**config.mk**
```make
export PLATFORM = sky130hd
export DESIGN_NAME = adrc_mul
export DESIGN_NICKNAME = d
export VERILOG_FILES = /design/src/design/adrc_pkg.sv /design/src/design/adrc_mul.sv
export SDC_FILE = /design/constraint.sdc
export NUM_CORES = 2
export LEC_CHECK = 0
export BUFFER_PORTS_ARGS = -buffer_cell sky130_fd_sc_hd__buf_4
export CAP_MARGIN = 0
export CORE_AREA = 4 4 299 301
export DETAILED_ROUTE_END_ITERATION = 6
export DIE_AREA = 0 0 303 305
export HOLD_SLACK_MARGIN = 0.08
export PLACE_DENSITY = 0.74
export SLEW_MARGIN = 25
export SYNTH_ARGS = -nofsm -noshare
export SYNTH_HDL_FRONTEND = slang
export SYNTH_SLANG_ARGS = --single-unit
```
**constraint.sdc**
```tcl
create_clock -name clk -period 11.1 [get_ports clk]
set_clock_uncertainty 0.05 [all_clocks]
set_input_delay 1.11 -clock clk [delete_from_list [all_inputs] [get_ports clk]]
set_output_delay 1.11 -clock clk [all_outputs]
set_load 0.1 [all_outputs]
```
**src/design/adrc_pkg.sv**
```systemverilog
package adrc_pkg;

  localparam int CHANNELS    = 8;
  localparam int CH_BITS     = 3;
  localparam int CH_IDX      = (CHANNELS > 1) ? $clog2(CHANNELS) : 1;
  localparam int SAMPLE_BITS = 24;
  localparam int LEVEL_SHIFT = 32 - SAMPLE_BITS;

  localparam int MUL_W  = 34;
  localparam int PROD_W = 2 * MUL_W;

  localparam int CFG_IDX_W  = 8;
  localparam int CFG_DATA_W = 32;

  localparam logic signed [19:0] DB_FLOOR_Q8      = -20'sd61440;
  localparam logic [18:0]        DB_PER_OCTAVE    = 19'd394566;
  localparam logic [13:0]        OCTAVE_PER_DB20  = 14'd10885;

  // Register reset values.
  localparam logic signed [15:0] THRESHOLD_RST = -16'sd5120;
  localparam logic [16:0]        RATIO_RST     = 17'd16384;
  localparam logic [13:0]        KNEE_RST      = 14'd0;
  localparam logic signed [14:0] MAKEUP_RST    = 15'sd0;
  localparam logic [15:0]        ATTACK_RST    = 16'd64880;
  localparam logic [15:0]        RELEASE_RST   = 16'd65208;
  localparam logic [15:0]        MSQ_RST       = 16'd65208;

  typedef enum logic [CFG_IDX_W-1:0] {
    REG_THRESHOLD = 8'd0,
    REG_RATIO_INV = 8'd1,
    REG_KNEE      = 8'd2,
    REG_MAKEUP    = 8'd3,
    REG_ATTACK    = 8'd4,
    REG_RELEASE   = 8'd5,
    REG_MSQ       = 8'd6,
    REG_RMS_MODE  = 8'd7
  } cfg_reg_t;

  typedef logic [31:0] root_tab_t [16];

  function automatic logic [63:0] isqrt64(input logic [63:0] v_in);
    logic [63:0] v;
    logic [63:0] r;
    logic [63:0] b;
    v = v_in;
    r = '0;
    b = 64'h4000_0000_0000_0000;
    for (int i = 0; i < 32; i++) begin
      if (v >= r + b) begin
        v = v - (r + b);
        r = (r >> 1) + b;
      end else begin
        r = r >> 1;
      end
      b = b >> 2;
    end
    return r;
  endfunction

  // 2^(2^-k) in Q1.30, k = 1 .. 16.
  function automatic root_tab_t make_roots();
    root_tab_t t;
    logic [63:0] r;
    r = isqrt64(64'd1 << 61);
    t[0] = r[31:0];
    for (int k = 1; k < 16; k++) begin
      r = isqrt64(r << 30);
      t[k] = r[31:0];
    end
    return t;
  endfunction

  localparam root_tab_t ROOT_TAB = make_roots();

endpackage

```
**src/design/adrc_mul.sv**
```systemverilog
module adrc_mul (
  input  logic                                clk,
  input  logic signed [adrc_pkg::MUL_W-1:0]   a,
  input  logic signed [adrc_pkg::MUL_W-1:0]   b,
  output logic signed [adrc_pkg::PROD_W-1:0]  p_r
);

  // Registered product; the result of operands set in one cycle is read in the next.
  always_ff @(posedge clk) begin
    p_r <= a * b;
  end

endmodule

```
==> impl_metrics.ini <==
[run_status]
outcome = finished clean

[timing]
finalSetupViolCount = 0
timing.setup.tns_ns = 0
worst_slew_pin_slew_ns = 1.055
relSlewSlack_pct = 29.58
fin_crit_sh_pct = 81.58
drv_slew = 0
fin_hold_ws_ns = 1.123
period_needed_ns = 9.056
max_freq_mhz = 110.4
grt_setup_unrepaired = no
finalHoldViolations = 0
worst_slack_ns = 2.044

[critical_path]
startpoint_type = input pin
worstPathArrival_ns = 9.29
worstPathRequired_ns = 11.33
worstSetupEndpointType = register
cp_max_fo = 34
criticalPathCategory = in -> reg

[logic_synthesis]
yosysTopAreaCell = fa_1
synth.area.top_cells = fa_1 58%, inv_1 11%, and2_1 9.0%
ys_types = 69
ys.flop_type = dfxtp_1
synth-edff-count = 0
ys_seq_area_share_pct = 3.164
synth_nets = 6068
yosysTopAreaCellShare_pct = 57.74
ys_seq_elements = 68
ys_warn_count = 0
netlist_area_um2 = 43030
async_reset_ff_share_pct = 0
syn_inst = 4554
avgSynthCellArea_um2 = 9.448

[floorplan]
design.core.area_um2 = 86620
die_w_um = 303
row_count = 108
io_pins = 137
start_util_pct = 49.67
dieHeight_um = 305
dieArea_um2 = 92420

[detailed_routing]
drcViolationCount = 0
vias_per_cell = 5.317
antenna_left = 0
firstDrtPassIters = 6
wl_um = 112500
vias = 29980
first_iter_violations = 2079
wl_per_cell_um = 19.96

[final_layout]
drive_above_1_share_pct = 4.216
final_common_cell = fa_1
largest_register = p_r
fin_nets = 5993
num_antenna_cells = 0
area_delta_synth_final_pct = 4.385
final_cell_mix = 1241 x fa_1, 1231 x inv_1, 621 x and2_1
top_regs = p_r x68
fin_area_um2 = 44910
largest_reg_flops = 68

[grt]
antenna_found_initial = 3
grt_usage_pct = 25.89
grt_overflow = 0
grt_first_pass_wirelength_um = 185600
first_global_vias = 33690
grt_max_degree = 35

[clock_network]
post_cts_resized = 0
cts_buffer_depth = 2
cts_buffers = 9
cts.sinks = 68
clockRootBuffer = clkbuf_16
post_cts_buffers = 0
cts_tree = yes
postCtsHoldBufs = 0
htreeDepth = 3
path_clk_slew_ns = 0.06

[hold_path]
hp-class = in -> reg
hold_path_depth = 2

[placement]
dp_hpwl_um = 88470
port_buffers = 136
place.gp.congestion = 0.9156
dpl_cell_area_um2 = 44640
dp_slack_ns = 1.701

[flow_run]
cap_violations = 0
## per-layer routing
layer / part of all wire, % / track usage (%) / vias to the layer above / routed length, um
li1: - / - / 12620 / -
met1: 39 / 34.74 / 15810 / 43830
met2: 49 / 42.89 / 1266 / 55440
met3: 8.0 / 4.492 / 272 / 8948
met4: 3.8 / 8.606 / 6 / 4258
met5: 0.049 / 0 / - / 55
## cell families (layout without fill, tap and decap cells)
kind of cell / after synthesis / in the layout / synth area share [%]
buf+inv: 1460 / 1389 / 12.84
xor+xnor: 79 / 79 / 1.608
simple gates: 1296 / 1296 / 15.37
compound gates: 206 / 206 / 3.347
fa+ha+maj: 1445 / 1445 / 63.67
flops: 68 / 68 / 3.164
## cells in the mapped netlist (all sizes together) (2+ instances only)
master and number:
and2 623, fa 1241, ha 204, a211o 3, o21ai 41, o31ai 2, nand2 542, inv 1231
xor2 23, a31oi 10, o41ai 6, and3 8, dfxtp 68, a21o 37, o21a 4, xnor2 56
nor2 56, o211ai 3, nand3 11, a21oi 63, a311oi 2, a2111o 2, nor3 5, nor2b 9
o221ai 2, or2 4, and4 2, a211oi 7, or3 2, nand4 11, nand2b 20, buf 9
a221oi 4, a21bo 2, o21bai 12, clkbuf 217
## path summary, 6_finish.rpt
| kind | start | endpoint | slack [ns] |
|---|---|---|---|
| worst min-delay path | b[0] | p_r[0] | 1.12 |
| worst max-delay path | a[33] | p_r[67] | 2.04 |
## final cells by class
class / instances / area, um2
repair buffers: 142 / 1066
inverters: 1232 / 4624
clock buffers: 10 / 239.0
multi-input cells: 3026 / 36140
flip-flops and latches: 68 / 1361
fillers: 7811 / 41700
clock inverters: 5 / 37.54
well taps: 1155 / 1445
## critical path, cell delays in order
cell and delay, ns:
buf_4 0.25, nand2_1 0.16, inv_1 0.10, fa_1 0.72, inv_1 0.17, fa_1 0.51
inv_1 0.05, fa_1 0.49, inv_1 0.05, fa_1 0.52, inv_1 0.05, fa_1 0.48
fa_1 0.51, fa_1 0.49, inv_1 0.05, fa_1 0.47, inv_1 0.04, ha_1 0.63
nand2_1 0.10, o21ai_1 0.31, or2_2 0.21, nor2b_1 0.13, or4_1 0.59, o21ai_4 0.34
a31oi_2 0.23, o21ai_0 0.24, a21oi_1 0.11, xnor2_1 0.13
## metrics by stage
| stage | std cells | utilization [%] |
|---|---|---|
| after CTS | 5638 | 51.85 |
| after global placement | 5623 | 51.53 |
| final | 5638 | 51.85 |
| after floorplan | 4554 | - |
| after detailed placement | 5623 | 51.53 |
| after global routing | 5638 | 51.85 |
Power is not shown: default switching activity piles up to over one toggle a cycle in this logic, so the estimate is an artifact.
